==> src/rtl/core/p10lu_pkg.sv <==
package p10lu_pkg;

  // Fixed field widths
  localparam int unsigned BYTE_W  = 8;
  localparam int unsigned WORD_W  = 10;
  localparam int unsigned PIX_W   = 8;
  localparam int unsigned CFG_W   = 12;
  localparam int unsigned PEND_W  = 9;
  localparam int unsigned PCNT_W  = 4;
  localparam int unsigned SHIFT_W = 3;

  // APB register map
  localparam int unsigned APB_DW = 32;
  localparam int unsigned APB_AW = 3;

  typedef enum logic [0:0] {
    REG_LINE_WIDTH   = 1'b0,
    REG_FRAME_HEIGHT = 1'b1
  } cfg_reg_t;

  // Control from the frame logic to the bit accumulator
  typedef struct packed {
    logic step;   // byte consumed by an active frame
    logic clear;  // frame start: drop leftover bits first
  } acc_ctrl_t;

  // Word extracted from the current byte
  typedef struct packed {
    logic              word_ok;
    logic [WORD_W-1:0] word;
  } acc_out_t;

endpackage

==> src/rtl/core/p10lu_bit_acc.sv <==
module p10lu_bit_acc (
  input  logic                           clk,
  input  logic                           rst_n,
  input  p10lu_pkg::acc_ctrl_t           ctrl,
  input  logic [p10lu_pkg::BYTE_W-1:0]   raw_byte,
  output p10lu_pkg::acc_out_t            acc_out
);
  import p10lu_pkg::*;

  logic [PEND_W-1:0]        pend_bits_r, pend_bits_nxt;
  logic [PCNT_W-1:0]        pend_cnt_r, pend_cnt_nxt;
  logic [PEND_W-1:0]        pb_cur;
  logic [PCNT_W-1:0]        pc_cur;
  logic [PCNT_W-1:0]        pc_less2;
  logic [PEND_W+BYTE_W-1:0] acc_w;
  logic [SHIFT_W-1:0]       sh;
  logic [PEND_W-1:0]        keep_mask;

  // Append the byte below the leftover bits; pull one 10-bit word once 10+ bits are held
  always_comb begin
    pb_cur    = ctrl.clear ? '0 : pend_bits_r;
    pc_cur    = ctrl.clear ? '0 : pend_cnt_r;
    acc_w     = {pb_cur, raw_byte};
    pc_less2  = pc_cur - PCNT_W'(2);
    sh        = pc_less2[SHIFT_W-1:0];
    keep_mask = (PEND_W'(1) << sh) - PEND_W'(1);
    acc_out.word = WORD_W'(acc_w >> sh);
    if (pc_cur < PCNT_W'(2)) begin
      acc_out.word_ok = 1'b0;
      pend_bits_nxt   = acc_w[PEND_W-1:0];
      pend_cnt_nxt    = pc_cur + PCNT_W'(BYTE_W);
    end else begin
      acc_out.word_ok = 1'b1;
      pend_bits_nxt   = acc_w[PEND_W-1:0] & keep_mask;
      pend_cnt_nxt    = pc_less2;
    end
  end

  always_ff @(posedge clk) begin
    if (!rst_n) begin
      pend_bits_r <= '0;
      pend_cnt_r  <= '0;
    end else if (ctrl.step) begin
      pend_bits_r <= pend_bits_nxt;
      pend_cnt_r  <= pend_cnt_nxt;
    end
  end

endmodule

==> src/rtl/core/packed_10bit_line_unpacker.sv <==
// Unpacks an MSB-first 10-bit word stream, one byte per request, into 8-bit pixels.
// A pixel shows on out_tvalid in the cycle after the byte that completes it is accepted.
// Throughput: one byte per cycle; in_tready stays high while the output register
// is empty or being drained, so stalls come only from out_tready.
// Reset (rst_n low, synchronous): registers back to 752 x 480, bit buffer empty,
// block idle until a byte with frame_start set.
module packed_10bit_line_unpacker #(
  parameter int unsigned MAX_WIDTH  = 2048,
  parameter int unsigned MAX_HEIGHT = 2048,
  parameter int unsigned SYNC_WORDS = 2
) (
  input  logic                                clk,
  input  logic                                rst_n,
  // input stream
  input  logic                                in_tvalid,
  output logic                                in_tready,
  input  logic [p10lu_pkg::BYTE_W-1:0]        in_tdata,   // [7:0] raw_byte
  input  logic                                in_tuser,   // [0] frame_start
  // result stream
  output logic                                out_tvalid,
  input  logic                                out_tready,
  output logic [p10lu_pkg::PIX_W-1:0]         out_tdata,  // [7:0] pixel
  output logic                                out_tlast,  // end_of_line
  output logic                                out_tuser,  // [0] end_of_frame
  // configuration
  input  logic                                cfg_psel,
  input  logic                                cfg_penable,
  input  logic                                cfg_pwrite,
  input  logic [p10lu_pkg::APB_AW-1:0]        cfg_paddr,
  input  logic [p10lu_pkg::APB_DW-1:0]        cfg_pwdata,
  output logic [p10lu_pkg::APB_DW-1:0]        cfg_prdata,
  output logic                                cfg_pready
);
  import p10lu_pkg::*;

  localparam int unsigned WIL_W = $clog2(MAX_WIDTH + SYNC_WORDS + 1);
  localparam int unsigned LI_W  = $clog2(MAX_HEIGHT + 1);
  localparam int unsigned LW_W  = ((CFG_W > WIL_W) ? CFG_W : WIL_W) + 1;
  localparam int unsigned LH_W  = ((CFG_W > LI_W) ? CFG_W : LI_W) + 1;

  logic [CFG_W-1:0] line_width_r, frame_height_r;
  logic [WIL_W-1:0] wil_r, wil_nxt, wil_cur;
  logic [LI_W-1:0]  line_idx_r, line_idx_nxt, line_idx_cur;
  logic             frame_done_r, frame_done_nxt, frame_done_cur;
  logic             out_valid_r, out_valid_nxt;
  logic [PIX_W-1:0] out_pix_r, out_pix_nxt;
  logic             out_eol_r, out_eol_nxt;
  logic             out_eof_r, out_eof_nxt;

  logic             in_acc, start, emit, cfg_wr;
  cfg_reg_t         cfg_sel;
  acc_ctrl_t        acc_ctrl;
  acc_out_t         acc_out;
  logic [LW_W-1:0]  width_ext, width_eff, line_last;
  logic [LH_W-1:0]  height_ext, height_eff, height_last;

  // APB register file
  assign cfg_pready = 1'b1;
  assign cfg_sel    = cfg_reg_t'(cfg_paddr[2]);
  assign cfg_wr     = cfg_psel && cfg_penable && cfg_pwrite && cfg_pready;

  always_comb begin
    unique case (cfg_sel)
      REG_LINE_WIDTH:   cfg_prdata = APB_DW'(line_width_r);
      REG_FRAME_HEIGHT: cfg_prdata = APB_DW'(frame_height_r);
      default:          cfg_prdata = '0;
    endcase
  end

  always_ff @(posedge clk) begin
    if (!rst_n) begin
      line_width_r   <= CFG_W'(752);
      frame_height_r <= CFG_W'(480);
    end else if (cfg_wr) begin
      unique case (cfg_sel)
        REG_LINE_WIDTH:   line_width_r   <= cfg_pwdata[CFG_W-1:0];
        REG_FRAME_HEIGHT: frame_height_r <= cfg_pwdata[CFG_W-1:0];
        default: ;
      endcase
    end
  end

  // Effective limits: zero acts as one, oversize clamps to the maximum
  always_comb begin
    width_ext  = LW_W'(line_width_r);
    height_ext = LH_W'(frame_height_r);
    if (width_ext == '0)                 width_eff = LW_W'(1);
    else if (width_ext > LW_W'(MAX_WIDTH)) width_eff = LW_W'(MAX_WIDTH);
    else                                 width_eff = width_ext;
    if (height_ext == '0)                  height_eff = LH_W'(1);
    else if (height_ext > LH_W'(MAX_HEIGHT)) height_eff = LH_W'(MAX_HEIGHT);
    else                                   height_eff = height_ext;
    line_last   = LW_W'(SYNC_WORDS) + width_eff - LW_W'(1);
    height_last = height_eff - LH_W'(1);
  end

  // Handshake: output register frees on drain
  assign in_tready = !out_valid_r || out_tready;
  assign in_acc    = in_tvalid && in_tready;
  assign start     = in_tuser;

  assign acc_ctrl.clear = in_acc && start;
  assign acc_ctrl.step  = in_acc && (start || !frame_done_r);

  p10lu_bit_acc u_bit_acc (
    .clk      (clk),
    .rst_n    (rst_n),
    .ctrl     (acc_ctrl),
    .raw_byte (in_tdata),
    .acc_out  (acc_out)
  );

  // Line and frame counters, result formation
  always_comb begin
    wil_cur        = start ? '0 : wil_r;
    line_idx_cur   = start ? '0 : line_idx_r;
    frame_done_cur = start ? 1'b0 : frame_done_r;
    wil_nxt        = wil_r;
    line_idx_nxt   = line_idx_r;
    frame_done_nxt = frame_done_r;
    emit           = 1'b0;
    out_pix_nxt    = acc_out.word[WORD_W-1 -: PIX_W];
    out_eol_nxt    = 1'b0;
    out_eof_nxt    = 1'b0;
    if (in_acc) begin
      wil_nxt        = wil_cur;
      line_idx_nxt   = line_idx_cur;
      frame_done_nxt = frame_done_cur;
      if (!frame_done_cur && acc_out.word_ok) begin
        if (LW_W'(wil_cur) < LW_W'(SYNC_WORDS)) begin
          // sync word: dropped
          wil_nxt = wil_cur + WIL_W'(1);
        end else begin
          emit = 1'b1;
          if (LW_W'(wil_cur) >= line_last) begin
            out_eol_nxt = 1'b1;
            wil_nxt     = '0;
            if (LH_W'(line_idx_cur) >= height_last) begin
              out_eof_nxt    = 1'b1;
              line_idx_nxt   = '0;
              frame_done_nxt = 1'b1;
            end else begin
              line_idx_nxt = line_idx_cur + LI_W'(1);
            end
          end else begin
            wil_nxt = wil_cur + WIL_W'(1);
          end
        end
      end
    end
  end

  always_comb begin
    priority if (in_acc && emit) out_valid_nxt = 1'b1;
    else if (out_tready)         out_valid_nxt = 1'b0;
    else                         out_valid_nxt = out_valid_r;
  end

  always_ff @(posedge clk) begin
    if (!rst_n) begin
      wil_r        <= '0;
      line_idx_r   <= '0;
      frame_done_r <= 1'b1;
      out_valid_r  <= 1'b0;
    end else begin
      wil_r        <= wil_nxt;
      line_idx_r   <= line_idx_nxt;
      frame_done_r <= frame_done_nxt;
      out_valid_r  <= out_valid_nxt;
    end
  end

  // Result payload
  always_ff @(posedge clk) begin
    if (in_acc && emit) begin
      out_pix_r <= out_pix_nxt;
      out_eol_r <= out_eol_nxt;
      out_eof_r <= out_eof_nxt;
    end
  end

  assign out_tvalid = out_valid_r;
  assign out_tdata  = out_pix_r;
  assign out_tlast  = out_eol_r;
  assign out_tuser  = out_eof_r;

  // Checks
  a_eof_idles: assert property (@(posedge clk) disable iff (!rst_n)
    (in_acc && emit && out_eof_nxt) |=> frame_done_r)
    else $error("frame end did not put the block to idle");

  a_idle_silent: assert property (@(posedge clk) disable iff (!rst_n)
    (in_acc && frame_done_r && !in_tuser) |=>
      (out_tvalid == $past(out_tvalid && !out_tready)))
    else $error("result produced while waiting for frame start");

  a_wil_bound: assert property (@(posedge clk) disable iff (!rst_n)
    LW_W'(wil_r) <= LW_W'(SYNC_WORDS + MAX_WIDTH - 1))
    else $error("word counter ran past the longest line");

endmodule

==> config.mk <==
export PLATFORM = sky130hd
export DESIGN_NAME = packed_10bit_line_unpacker
export DESIGN_NICKNAME = d
export VERILOG_FILES = /design/src/rtl/core/p10lu_pkg.sv /design/src/rtl/core/p10lu_bit_acc.sv /design/src/rtl/core/packed_10bit_line_unpacker.sv
export SDC_FILE = /design/constraint.sdc
export NUM_CORES = 1
export LEC_CHECK = 0
export BUFFER_PORTS_ARGS = -buffer_cell sky130_fd_sc_hd__buf_2
export CORE_ASPECT_RATIO = 0.7
export CORE_UTILIZATION = 53
export CTS_BUF_LIST = sky130_fd_sc_hd__clkbuf_2
export CTS_CLUSTER_SIZE = 20
export DETAILED_ROUTE_END_ITERATION = 6
export PLACE_DENSITY = 0.8
export SKIP_CTS_REPAIR_TIMING = 1
export SYNTH_ARGS = -nofsm -noshare
export SYNTH_HDL_FRONTEND = slang
export SYNTH_SLANG_ARGS = --single-unit
==> constraint.sdc <==
create_clock -name clk -period 4.12 [get_ports clk]
set_input_delay 0.618 -clock clk [delete_from_list [all_inputs] [get_ports clk]]
set_output_delay 0.618 -clock clk [all_outputs]
set_load 0.01 [all_outputs]
# Word-level counts from Yosys, hierarchy flattened

Cells that the tools add are included.

Register bits after elaboration: 73
Input port bits: 51
Word-level logic and storage cells: 82

Order comparisons: 6
Reduce and logical (&&, ||, !) cells: 19
Shifts and indexed selects: 2
Multiplexer cells: 31
Bitwise gates (word level): 5
Add/sub/neg operators: 8

Operators by type and width:

| operator              | count |
|---|---|
| $mux 12               | 13 |
| $pmux 32 s2           | 1 |
| $ge 12x13->1          | 2 |
| $sub 13x1->13 const B | 2 |
| $add 12x1->12 const B | 2 |
| $gt 12x12->1 const B  | 2 |
| $logic_not 12->1      | 2 |
| $mux 9                | 2 |
| $shr 17x3->10         | 1 |
| $add 2x13->13 const A | 1 |
| $mux 1                | 13 |
| $lt 12x2->1 const B   | 1 |
| $and 9x9->9           | 1 |
| $shl 1x3->9 const A   | 1 |
| $sub 9x2->9 const B   | 1 |
| $mux 4                | 2 |
| $logic_and 1x1->1     | 7 |
| $add 4x4->4 const B   | 1 |
| $lt 4x2->1 const B    | 1 |
| $not 1->1             | 4 |
| $reduce_and 2->1      | 2 |
| $reduce_or 4->1       | 1 |
| $sub 4x2->4 const B   | 1 |
| $logic_not 1->1       | 3 |
| other kinds (3)       | 4 |

# Longest topological paths before layout

Gate-level depths: netlist (run 1).

Depth in word-level cells: 12
Gate-level depth with buffers: 19
Mapped depth without buffers: 17

# Cells and area by module

A second synthesis (run 1) with hierarchy kept.

Cells, all modules: 678
Area total of the unflattened synthesis: 5481.5 um^2

By module, submodules not included:

| module                     | instances | cells an instance | area an instance (um^2) | seq. area each (um^2) |
|---|---|---|---|---|
| packed_10bit_line_unpacker | 1         | 536               | 4242.8                  | 1301.2 |
| p10lu_bit_acc              | 1         | 142               | 1238.7                  | 260.2 |

# Worst setup path after synthesis (run 1)

OpenSTA, ideal clock, no wires.

Kind: register -> register
Start point: register line_width_r[7]
End point: register wil_r[6]
Setup time: 0.070 ns
Arrival: 4.003 ns
Stages on the path, launching flop included: 18
Setup slack: 0.046 ns
Clock period less this slack: 4.074 ns
Path buffers: 2
Cells stage by stage: dfxtp_1 > clkbuf_1 > nor3_1 > nand3_1 > a21oi_1 > ha_1 > nand3_1 > or3_1 > or3_1 > a21o_1 > ha_1 > nand3_1 > o211ai_1 > o211a_2 > or2_1 > clkbuf_1 > or4_1 > a21oi_1

Word-level cells in the longest chain between the ends: 9

RTL lines:

| element                | line                              | RTL |
|---|---|---|
| start, declared        | packed_10bit_line_unpacker.sv:41  | `logic [CFG_W-1:0] line_width_r, frame_height_r;` |
| start signal, assigned | packed_10bit_line_unpacker.sv:76  | `REG_LINE_WIDTH: line_width_r <= cfg_pwdata[CFG_W-1:0];` |
| $gt 12x12->1           | packed_10bit_line_unpacker.sv:88  | `else if (width_ext > LW_W'(MAX_WIDTH)) width_eff = LW_W'(MAX_WIDTH);` |
| $mux 12                | packed_10bit_line_unpacker.sv:88  |  |
| $mux 12 (*)            | packed_10bit_line_unpacker.sv:87  | `if (width_ext == '0) width_eff = LW_W'(1);` |
| $add 2x13->13 (*)      | packed_10bit_line_unpacker.sv:93  | `line_last = LW_W'(SYNC_WORDS) + width_eff - LW_W'(1);` |
| $sub 13x1->13 (*)      | packed_10bit_line_unpacker.sv:93  |  |
| $ge 12x13->1 (*)       | packed_10bit_line_unpacker.sv:135 | `if (LW_W'(wil_cur) >= line_last) begin` |
| $mux 12 (*)            | packed_10bit_line_unpacker.sv:135 |  |
| $mux 12 (*)            | packed_10bit_line_unpacker.sv:130 | `if (LW_W'(wil_cur) < LW_W'(SYNC_WORDS)) begin` |
| $mux 12 (*)            | packed_10bit_line_unpacker.sv:129 | `if (!frame_done_cur && acc_out.word_ok) begin` |
| end signal, assigned   | packed_10bit_line_unpacker.sv:166 | `wil_r <= wil_nxt;` |
| end, declared          | packed_10bit_line_unpacker.sv:42  | `logic [WIL_W-1:0] wil_r, wil_nxt, wil_cur;` |

Mark *: on every way between the ends. The rest lies on a longest branch, timed or not.
A chain may end at the register's enable or synchronous reset.

# Worst setup path after layout (run 1)

Start point: register line_width_r[3]
End point: register line_idx_r[11]

Word-level cells in the longest chain between the ends: 9

RTL lines:

| element              | line                              | RTL |
|---|---|---|
| $gt 12x12->1         | packed_10bit_line_unpacker.sv:88  |  |
| $mux 12              | packed_10bit_line_unpacker.sv:88  |  |
| $mux 12 (*)          | packed_10bit_line_unpacker.sv:87  |  |
| $add 2x13->13 (*)    | packed_10bit_line_unpacker.sv:93  |  |
| $sub 13x1->13 (*)    | packed_10bit_line_unpacker.sv:93  |  |
| $ge 12x13->1 (*)     | packed_10bit_line_unpacker.sv:135 |  |
| $mux 12 (*)          | packed_10bit_line_unpacker.sv:135 |  |
| $mux 12 (*)          | packed_10bit_line_unpacker.sv:130 |  |
| $mux 12 (*)          | packed_10bit_line_unpacker.sv:129 |  |
| end signal, assigned | packed_10bit_line_unpacker.sv:167 | `line_idx_r <= line_idx_nxt;` |
| end, declared        | packed_10bit_line_unpacker.sv:43  | `logic [LI_W-1:0] line_idx_r, line_idx_nxt, line_idx_cur;` |

Marked as above.

==> results.py, run 1 <==
metrics = {
    "pwr": {
        "totalPowerFinal_mw": 1.60,
        "power.leakage_nw": 2.56,
        "share_clk_of_total_power_pct": 37.9,
        "power_density_nw_per_um2": 259,
        "seqPwrFrac_pct": 47.0,
        "power.combinational.fraction_pct": 15.1,
        "irDropWorstVdd_v": 0.000144,
        "p_switching_mw": 0.456,
        "power.switching_fraction_pct": 28.4,
        "internal_power_mw": 1.15,
    },
    "die": {
        "chip_height_um": 85.2,
        "core_um2": 9330,
        "floorplan.rows": 29,
        "i_o_pin_count": 96,
        "die_area_um2": 10300,
        "floorplan.initialDensity_pct": 56.2,
        "die_width_um": 121,
    },
    "drt": {
        "post-route-drc-count": 0,
        "via_per_inst": 6.12,
        "total_wirelength_mm": 15.4,
        "drt_pre_antenna_iters": 6,
        "route.antenna.remaining_nets": 0,
        "first_drt_iteration_drcs": 679,
        "total_number_of_vias": 5496,
        "average_wire_per_cell_in_the_routed_design_um": 17.2,
    },
    "finish": {
        "num_antenna_cells": 0,
        "layout.cell_area.non_filler_um2": 6190,
        "drive_above_1_share_pct": 21.7,
        "final_core_util_pct": 66.4,
        "flow.area_growth_from_synthesis_pct": 18.1,
        "finalNetCount": 850,
        "fin_cells": 898,
    },
    "global_route": {
        "grt_max_degree": 34,
        "global_route.usage.met3_pct": 8.00,
        "grt_use_met1_pct": 40.6,
        "global_route.usage.met2_pct": 45.6,
        "track_usage_pct": 29.7,
        "initial_antenna_violation_count": 0,
        "number_of_global_route_vias_before_repair": 4981,
        "overflow": 0,
        "grt_pass1_wl_mm": 24.1,
        "gr-max-usage-layer": "met2",
    },
    "critical_path": {
        "crit-reg2reg-launch": "line_width_r[3]$_SDFFE_PN0P_",
        "capture_point_of_the_critical_path": "line_idx_r[11]$_SDFFE_PN0P_",
        "worst_r2r_endpoint": "line_idx_r[11]$_SDFFE_PN0P_",
        "reg2reg_slack_ps": -90,
        "critical_path_required_ps": 4630,
        "worst_r2r_path_depth": 18,
        "critical_path.startpoint_type": "flop",
        "critPathCaptureType": "flop",
        "timing.critical_path.fanout_max": 8,
        "timing.critical_path.arrival_ps": 4720,
        "path_class": "flop to flop",
        "setup.worst_path.start": "line_width_r[3]$_SDFFE_PN0P_",
    },
    "clocking": {
        "clk_pin_slew_ps": 230,
        "clkSinkCount": 73,
        "clkLatencyLatePin_ps": 570,
        "cts-buffers-inserted": 9,
        "clock_path_buffers": 2,
        "ctsRootBufferMaster": "sky130_fd_sc_hd__clkbuf_2",
        "htree_num_levels": 3,
        "tritoncts": "built",
    },
    "run_status": {
        "failed_checks": "negative setup slack",
        "outcome": "finished, violations left",
    },
    "placement": {
        "post_detail_place_hpwl_mm": 11.0,
        "place.detailed.instances": 875,
        "routabilityCongestion": 0.992,
        "placement.cell_area_um2": 5770,
        "port_buffers": 52,
    },
    "logic_synthesis": {
        "post_synth_most_frequent_cells": "sky130_fd_sc_hd__nand2_1, sky130_fd_sc_hd__dfxtp_1, sky130_fd_sc_hd__a21oi_1, sky130_fd_sc_hd__nor2_1, sky130_fd_sc_hd__nand3_1",
        "synth-async-reset-ratio_pct": 0,
        "synth-edff-count": 10,
        "dominant_register_cell_in_the_synthesized_netlist": "sky130_fd_sc_hd__dfxtp_1",
        "mappedNetlistArea_um2": 5250,
        "yosysTopAreaCell": "sky130_fd_sc_hd__dfxtp_1",
        "post_synth.cell_area_avg_um2": 7.58,
        "synthesis.instances": 692,
        "yosys.cell_count.top_type": "sky130_fd_sc_hd__nand2_1",
        "post_synth_main_area_contributors": "sky130_fd_sc_hd__dfxtp_1, sky130_fd_sc_hd__nand2_1, sky130_fd_sc_hd__ha_1",
        "ys_seq_area_share_pct": 29.8,
        "yosysUniqueCellTypes": 65,
        "register_bit_count_reported_by_yosys": 73,
        "synth.yosys.warnings": 0,
        "synth_top_area_share_pct": 24.0,
    },
    "sta": {
        "maxSlewHeadroom_pct": 37.9,
        "timing_worst_slew_pin_value_ps": 931,
        "setup_ws_ps": -89.1,
        "part_of_the_cycle_the_worst_path_needs_pct": 102,
        "max_freq_mhz": 238,
        "fin_worst_skew_ps": 23.3,
        "rsz0062_at_grt": "yes",
        "hold-worst-slack_ps": 269,
        "report.final.hold_viol_count": 0,
        "setup_viol": 2,
        "finalCriticalPeriod_ps": 4210,
        "maxSlewViolCount": 0,
    },
    "run": {
        "drv_cap": 0,
    },
    "hold_path": {
        "holdPathStages": 3,
        "holdCritPathClass": "input port to flop",
    },
}
-- cell type report --
class	instances	area, um^2
Clock buffer	9	45.0
Clock inverter	7	141
Fill cell	759	3130
Inverter	15	56.3
Multi-Input combinational cell	566	3580
Sequential cell	73	1560
Tap cell	124	155
Timing Repair Buffer	104	654
-- flip-flops by register name, indices dropped and copies added, names as in the netlist --
| register | cells |
|---|---|
| line_idx_r | 12 |
| frame_done_r | 1 |
| wil_r | 12 |
| out_tuser | 1 |
| out_tvalid | 1 |
| u_bit_acc.pend_cnt_r | 4 |
| line_width_r | 12 |
| out_tdata | 8 |
| u_bit_acc.pend_bits_r | 9 |
| out_tlast | 1 |
| frame_height_r | 12 |
-- power groups by stage --
| stage | clock, mW | combinational, mW | sequential [mW] |
|---|---|---|---|
| final | 0.608 | 0.243 | 0.753 |
| after global routing | 0.635 | 0.264 | 0.755 |
| after CTS | 0.613 | 0.228 | 0.751 |
| after detailed placement | 0 | 0.226 | 0.765 |
| after global placement | 0 | 0.219 | 0.764 |
| after floorplan | 0 | 0.166 | 0.764 |
-- worst max-delay path, cell delays in order (launching register included) --
cell and delay [ps]:
sky130_fd_sc_hd__dfxtp_1 370, sky130_fd_sc_hd__nor4_2 350, sky130_fd_sc_hd__nand3_2 130, sky130_fd_sc_hd__a21oi_2 190, sky130_fd_sc_hd__ha_2 220, sky130_fd_sc_hd__nand3_2 80, sky130_fd_sc_hd__or3_4 340, sky130_fd_sc_hd__buf_6 130
sky130_fd_sc_hd__nor2_4 80, sky130_fd_sc_hd__xor2_1 190, sky130_fd_sc_hd__nand2_1 120, sky130_fd_sc_hd__ha_4 300, sky130_fd_sc_hd__nand4_1 160, sky130_fd_sc_hd__nor4_4 260, sky130_fd_sc_hd__o311a_1 260, sky130_fd_sc_hd__or2_4 200
sky130_fd_sc_hd__nand4_1 120, sky130_fd_sc_hd__or4b_1 530, sky130_fd_sc_hd__a31oi_1 130
-- cell families after synthesis --
family	after synthesis	share of synthesized area (%)
buf+inv	73	6.77
fa+ha+maj	30	7.16
mux	30	6.35
flops	73	29.8
other cells	2	0.143
compound gates	140	16.2
simple gates	327	30.8
xor+xnor	17	2.84
-- routing by layer --
metal | up-vias | routed length, um
met5 | - | 0
met4 | 0 | 263
li1 | 2579 | -
met3 | 34 | 1650
met2 | 313 | 6950
met1 | 2570 | 6550
-- layout by cell type (no fill, tap or decap), types with 9 or more instances in the layout --
master | netlist | routed
sky130_fd_sc_hd__o21ai_1 | 11 | 11
sky130_fd_sc_hd__inv_1 | 15 | 15
sky130_fd_sc_hd__nand3_1 | 48 | 45
sky130_fd_sc_hd__a21oi_1 | 52 | 49
sky130_fd_sc_hd__conb_1 | 2 | 22
sky130_fd_sc_hd__mux2i_1 | 13 | 13
sky130_fd_sc_hd__dfxtp_1 | 63 | 61
sky130_fd_sc_hd__nand2b_1 | 11 | 11
sky130_fd_sc_hd__mux2_2 | 15 | 15
sky130_fd_sc_hd__nand2_1 | 116 | 116
sky130_fd_sc_hd__buf_4 | 21 | 51
sky130_fd_sc_hd__edfxtp_1 | 10 | 10
sky130_fd_sc_hd__nor3_1 | 17 | 15
sky130_fd_sc_hd__nor2b_1 | 28 | 28
sky130_fd_sc_hd__and3_1 | 9 | 9
sky130_fd_sc_hd__buf_2 | 2 | 52
sky130_fd_sc_hd__xnor2_1 | 13 | 13
sky130_fd_sc_hd__o21ai_0 | 23 | 23
sky130_fd_sc_hd__ha_1 | 30 | 27
sky130_fd_sc_hd__nor2_1 | 52 | 50
sky130_fd_sc_hd__a31oi_1 | 10 | 10
sky130_fd_sc_hd__clkbuf_2 | 0 | 9
-- per-stage QoR --
| stage | TNS (ps) | setup slack, ps |
|---|---|---|
| 3_5_place_dp | -4430 | -457 |
| 6_report | -118 | -89.1 |
| 5_1_grt | -2370 | -319 |
| 4_1_cts | -6080 | -540 |
| 2_1_floorplan | 0 | 46.5 |
| 3_3_place_gp | -777 | -169 |
-- worst min-delay path by stage --
stage / from / endpoint / slack, ps
floorplan: u_bit_acc.pend_bits_r[7]$_SDFFE_PN0P_ / u_bit_acc.pend_bits_r[7]$_SDFFE_PN0P_ / 430
global placement: u_bit_acc.pend_bits_r[7]$_SDFFE_PN0P_ / u_bit_acc.pend_bits_r[7]$_SDFFE_PN0P_ / 440
detailed placement: u_bit_acc.pend_bits_r[7]$_SDFFE_PN0P_ / u_bit_acc.pend_bits_r[7]$_SDFFE_PN0P_ / 450
CTS: cfg_pwdata[0] / frame_height_r[0]$_SDFFE_PN0P_ / 240
global route: in_tdata[1] / u_bit_acc.pend_bits_r[1]$_SDFFE_PN0P_ / 250
finish: cfg_pwdata[5] / frame_height_r[5]$_SDFFE_PN1P_ / 270
Note: power is estimated with default switching activity, not from simulation.
==> run 2: changes to the inputs <==
MAX_ROUTING_LAYER = met4   (was default)
==> results.py, run 2 (synthesis results as in run 1) <==
metrics = {
    "run_status": {
        "outcome": "finished, violations left",
        "failed_checks": "negative setup slack",
    },
    "placement": {
        "post_detail_place_hpwl_mm": 10.8,
        "port_buffers": 52,
        "routabilityCongestion": 0.965,
        "worst_slack_placed_ps": -333,
        "place.detailed.instances": 871,
    },
    "finish": {
        "flow.area_growth_from_synthesis_pct": 17.8,
        "finalNetCount": 846,
        "mostFrequentLayoutCells": "sky130_fd_sc_hd__nand2_1, sky130_fd_sc_hd__dfxtp_1, sky130_fd_sc_hd__buf_2",
        "final_common_cell": "sky130_fd_sc_hd__nand2_1",
        "multiInputGateArea_um2": 3560,
        "num_antenna_cells": 0,
        "fin_cells": 894,
        "drive_above_1_share_pct": 22.1,
        "fillCellCount": 765,
        "ff_latch_area_um2": 1570,
    },
    "die": {
        "die_width_um": 121,
        "floorplan.initialDensity_pct": 56.2,
        "floorplan.rows": 29,
        "core_um2": 9330,
        "i_o_pin_count": 96,
        "chip_height_um": 85.2,
        "die_area_um2": 10300,
    },
    "drt": {
        "via_per_inst": 6.11,
        "total_wirelength_mm": 15.3,
        "route.antenna.remaining_nets": 0,
        "total_number_of_vias": 5458,
        "average_wire_per_cell_in_the_routed_design_um": 17.1,
        "post-route-drc-count": 0,
        "drt_pre_antenna_iters": 7,
        "first_drt_iteration_drcs": 735,
    },
    "sta": {
        "report.final.hold_viol_count": 0,
        "setup_viol": 1,
        "timing_worst_slew_pin_value_ps": 1010,
        "part_of_the_cycle_the_worst_path_needs_pct": 101,
        "max_freq_mhz": 241,
        "fin_worst_skew_ps": 18.1,
        "maxSlewHeadroom_pct": 32.6,
        "rsz0062_at_grt": "yes",
        "finalCriticalPeriod_ps": 4140,
        "setup_ws_ps": -23.5,
        "maxSlewViolCount": 0,
        "hold-worst-slack_ps": 279,
    },
    "critical_path": {
        "critPathBufInv": 0,
        "critical_path.cell_chain": "nor4_4 > nand3_2 > a21oi_2 > ha_2 > nand3_2 > or3_4 > or3_4 > a21o_1 > ha_4 > nand3_4 > o211ai_1 > o211a_2 > or2_4 > nand4_1 > or4b_1 > a31oi_1",
        "path_class": "flop to flop",
        "cpMaxStageDelayCell": "sky130_fd_sc_hd__or4b_1",
        "timing.critical_path.fanout_max": 7,
        "family_with_the_most_delay_on_the_worst_path": "simple AND/OR/NAND/NOR gates",
        "worst_path_largest_cell_delay_ps": 540,
        "critical_path_required_ps": 4610,
        "critical_path.startpoint_type": "flop",
        "critPathCaptureType": "flop",
        "timing.critical_path.arrival_ps": 4630,
    },
    "clocking": {
        "clkSinkCount": 73,
        "htree_num_levels": 3,
        "clkLatencyLatePin_ps": 550,
        "tritoncts": "built",
        "ctsRootBufferMaster": "sky130_fd_sc_hd__clkbuf_2",
        "cts-buffers-inserted": 9,
        "clock_path_buffers": 2,
        "clk_pin_slew_ps": 220,
    },
    "global_route": {
        "grt_pass1_wl_mm": 23.8,
        "number_of_global_route_vias_before_repair": 4795,
        "overflow": 0,
        "track_usage_pct": 30.1,
        "grt_max_degree": 41,
        "initial_antenna_violation_count": 0,
    },
    "pwr": {
        "p_switching_mw": 0.449,
        "seqPwrFrac_pct": 45.6,
        "power.combinational.fraction_pct": 14.3,
        "power.leakage_nw": 2.52,
        "power_density_nw_per_um2": 268,
        "power.switching_fraction_pct": 27.1,
        "internal_power_mw": 1.21,
        "totalPowerFinal_mw": 1.66,
        "irDropWorstVdd_v": 0.000206,
        "share_clk_of_total_power_pct": 40.1,
    },
    "run": {
        "drv_cap": 0,
    },
    "hold_path": {
        "holdCritPathClass": "input port to flop",
    },
}
## run 2: worst paths after layout
kind / from / to / slack (ps) / cells past startpoint
worst min-delay path: cfg_pwdata[3] / frame_height_r[3]$_SDFFE_PN0P_ / 280 / 3
worst min register to register: u_bit_acc.pend_bits_r[7]$_SDFFE_PN0P_ / u_bit_acc.pend_bits_r[7]$_SDFFE_PN0P_ / 480 / 2
worst max register to register: line_width_r[4]$_SDFFE_PN1P_ / line_idx_r[11]$_SDFFE_PN0P_ / -20 / 16
worst max-delay path: line_width_r[4]$_SDFFE_PN1P_ / line_idx_r[11]$_SDFFE_PN0P_ / -20 / 16
## run 2: tightest hold or removal path, cell delays in order
cell and delay, ps:
sky130_fd_sc_hd__buf_2 100, sky130_fd_sc_hd__nand2_1 50, sky130_fd_sc_hd__a21oi_1 50
## run 2: through the flow
step / util (%) / setup TNS [ps] / area [um^2]
finish: 66.3 / -23.5 / 6180
global placement: 61.6 / -836 / 5740
floorplan: - / 0 / 5320
detailed placement: 61.6 / -3190 / 5740
CTS: 63.9 / -5990 / 5960
global route: 66.3 / -785 / 6180
## run 2: power groups by stage
stage	Clock (mW)	Combinational, mW	Sequential, mW
2_1_floorplan	0	0.166	0.764
3_3_place_gp	0	0.215	0.766
3_5_place_dp	0	0.222	0.767
4_1_cts	0.668	0.224	0.753
5_1_grt	0.699	0.259	0.757
6_report	0.664	0.237	0.755
## run 2: layout make-up
cell class / count / area share (%)
clock buffer: 9 / 0.729
clock inverter: 7 / 2.69
inverter: 15 / 0.911
multi-input combinational: 566 / 57.6
sequential: 73 / 25.4
tap: 124 / 2.51
timing repair buffer: 100 / 10.2
## run 2: layer usage
metal	part of all wire [%]	global-route usage [%]	vias up	wire length (um)
li1	-	-	2568	-
met1	44	43.2	2577	6800
met2	45	43.1	292	6840
met3	10	6.25	21	1530
met4	0.95	6.29	0	146
met5	0	-	-	0
==> run 3: changes to the inputs <==
RECOVER_POWER = 50   (was default)
==> results.py, run 3 (synthesis results as in run 1) <==
metrics = {
    "run_status": {
        "outcome": "finished, violations left",
        "failed_checks": "design-rule violations, negative setup slack",
    },
    "finish": {
        "ff_latch_area_um2": 1570,
        "multiInputGateArea_um2": 3560,
        "final_core_util_pct": 66.3,
        "flow.area_growth_from_synthesis_pct": 17.8,
        "drive_above_1_share_pct": 21.9,
        "finalNetCount": 846,
        "fillCellCount": 766,
        "final_common_cell": "sky130_fd_sc_hd__nand2_1",
        "num_antenna_cells": 0,
        "mostFrequentLayoutCells": "sky130_fd_sc_hd__nand2_1, sky130_fd_sc_hd__dfxtp_1, sky130_fd_sc_hd__buf_2",
    },
    "clocking": {
        "clkLatencyLatePin_ps": 550,
        "cts-buffers-inserted": 9,
        "htree_num_levels": 3,
        "clkSinkCount": 73,
        "ctsRootBufferMaster": "sky130_fd_sc_hd__clkbuf_2",
        "clock_path_buffers": 2,
        "tritoncts": "built",
        "clk_pin_slew_ps": 220,
    },
    "drt": {
        "total_number_of_vias": 5456,
        "first_drt_iteration_drcs": 738,
        "total_wirelength_mm": 15.3,
        "average_wire_per_cell_in_the_routed_design_um": 17.1,
        "via_per_inst": 6.10,
        "drt_pre_antenna_iters": 7,
        "route.antenna.remaining_nets": 0,
        "post-route-drc-count": 1,
    },
    "sta": {
        "setup_ws_ps": -28.1,
        "rsz0062_at_grt": "yes",
        "part_of_the_cycle_the_worst_path_needs_pct": 101,
        "max_freq_mhz": 241,
        "maxSlewViolCount": 0,
        "timing_worst_slew_pin_value_ps": 1010,
        "report.final.hold_viol_count": 0,
        "maxSlewHeadroom_pct": 32.6,
        "hold-worst-slack_ps": 281,
        "fin_worst_skew_ps": 16.5,
        "finalCriticalPeriod_ps": 4150,
        "setup_viol": 1,
    },
    "global_route": {
        "initial_antenna_violation_count": 0,
        "number_of_global_route_vias_before_repair": 4795,
        "grt_max_degree": 41,
        "overflow": 0,
        "grt_pass1_wl_mm": 23.8,
        "track_usage_pct": 30.1,
    },
    "hold_path": {
        "worstHoldStart": "cfg_pwdata[10]",
        "holdCritPathClass": "input port to flop",
    },
    "pwr": {
        "share_clk_of_total_power_pct": 40.1,
        "p_switching_mw": 0.449,
        "totalPowerFinal_mw": 1.66,
        "power.switching_fraction_pct": 27.1,
        "power.combinational.fraction_pct": 14.3,
        "internal_power_mw": 1.21,
        "seqPwrFrac_pct": 45.6,
        "power_density_nw_per_um2": 268,
        "power.leakage_nw": 2.52,
        "irDropWorstVdd_v": 0.000206,
    },
    "critical_path": {
        "timing.critical_path.fanout_max": 7,
        "setup.worst_path.start": "line_width_r[4]$_SDFFE_PN1P_",
        "crit-reg2reg-launch": "line_width_r[4]$_SDFFE_PN1P_",
        "critPathCaptureType": "flop",
        "critical_path.cell_chain": "nor4_4 > nand3_2 > a21oi_2 > ha_2 > nand3_2 > or3_4 > or3_4 > a21o_1 > ha_4 > nand3_4 > o211ai_1 > o211a_2 > or2_4 > nand4_1 > or4b_1 > a31oi_1",
        "worst_path_largest_cell_delay_ps": 540,
        "timing.critical_path.arrival_ps": 4640,
        "path_class": "flop to flop",
        "critical_path.startpoint_type": "flop",
        "cpMaxStageDelayCell": "sky130_fd_sc_hd__or4b_1",
        "critical_path_required_ps": 4610,
    },
    "placement": {
        "routabilityCongestion": 0.965,
        "port_buffers": 52,
        "post_detail_place_hpwl_mm": 10.8,
    },
    "die": {
        "floorplan.initialDensity_pct": 56.2,
        "die_width_um": 121,
        "i_o_pin_count": 96,
        "core_um2": 9330,
        "floorplan.rows": 29,
        "die_area_um2": 10300,
        "chip_height_um": 85.2,
    },
    "run": {
        "drv_cap": 0,
    },
}
-- run 3: cell type report --
| cell class | count | share of cell area, % |
|---|---|---|
| Timing Repair Buffer | 100 | 10.1 |
| Multi-Input combinational cell | 566 | 57.6 |
| Clock buffer | 9 | 0.729 |
| Tap cell | 124 | 2.51 |
| Clock inverter | 7 | 2.69 |
| Sequential cell | 73 | 25.4 |
| Inverter | 15 | 0.911 |
-- run 3: path summary, 6_finish.rpt --
path | endpoint | slack [ps] | cells after the start
min reg2reg | u_bit_acc.pend_bits_r[7]$_SDFFE_PN0P_ | 480 | 2
max | line_idx_r[11]$_SDFFE_PN0P_ | -30 | 16
min | frame_height_r[10]$_SDFFE_PN0P_ | 280 | 3
max reg2reg | line_idx_r[11]$_SDFFE_PN0P_ | -30 | 16
-- run 3: worst max-delay path, delay by kind of cell, from the launching register on --
family / cells / cell delay (ps)
and+or+nand+nor: 9 / 2160
AOI/OAI and AO/OA: 5 / 1010
adders and majority gates: 2 / 490
DFF: 1 / 390
-- run 3: stage by stage --
| stage | cell area [um^2] | setup WS [ps] | instances | TNS (ps) |
|---|---|---|---|---|
| after floorplan | 5320 | 46.5 | 712 | 0 |
| after global placement | 5740 | -168 | 871 | -836 |
| after detailed placement | 5740 | -333 | 871 | -3190 |
| after CTS | 5960 | -452 | 887 | -5990 |
| after global routing | 6180 | -177 | 894 | -785 |
| final | 6180 | -28.1 | 894 | -28.1 |
-- run 3: power groups by stage --
stage | clock network [mW] | registers [mW] | logic [mW]
after floorplan | 0 | 0.764 | 0.166
after global placement | 0 | 0.766 | 0.215
after detailed placement | 0 | 0.767 | 0.222
after CTS | 0.668 | 0.753 | 0.224
after global routing | 0.699 | 0.757 | 0.259
final | 0.664 | 0.755 | 0.237
-- run 3: layer usage --
layer | global-route usage [%] | up-vias | wire (um)
met5 | - | - | 0
met3 | 6.25 | 23 | 1490
met4 | 6.29 | 0 | 150
li1 | - | 2569 | -
met1 | 43.2 | 2581 | 6800
met2 | 43.1 | 283 | 6870
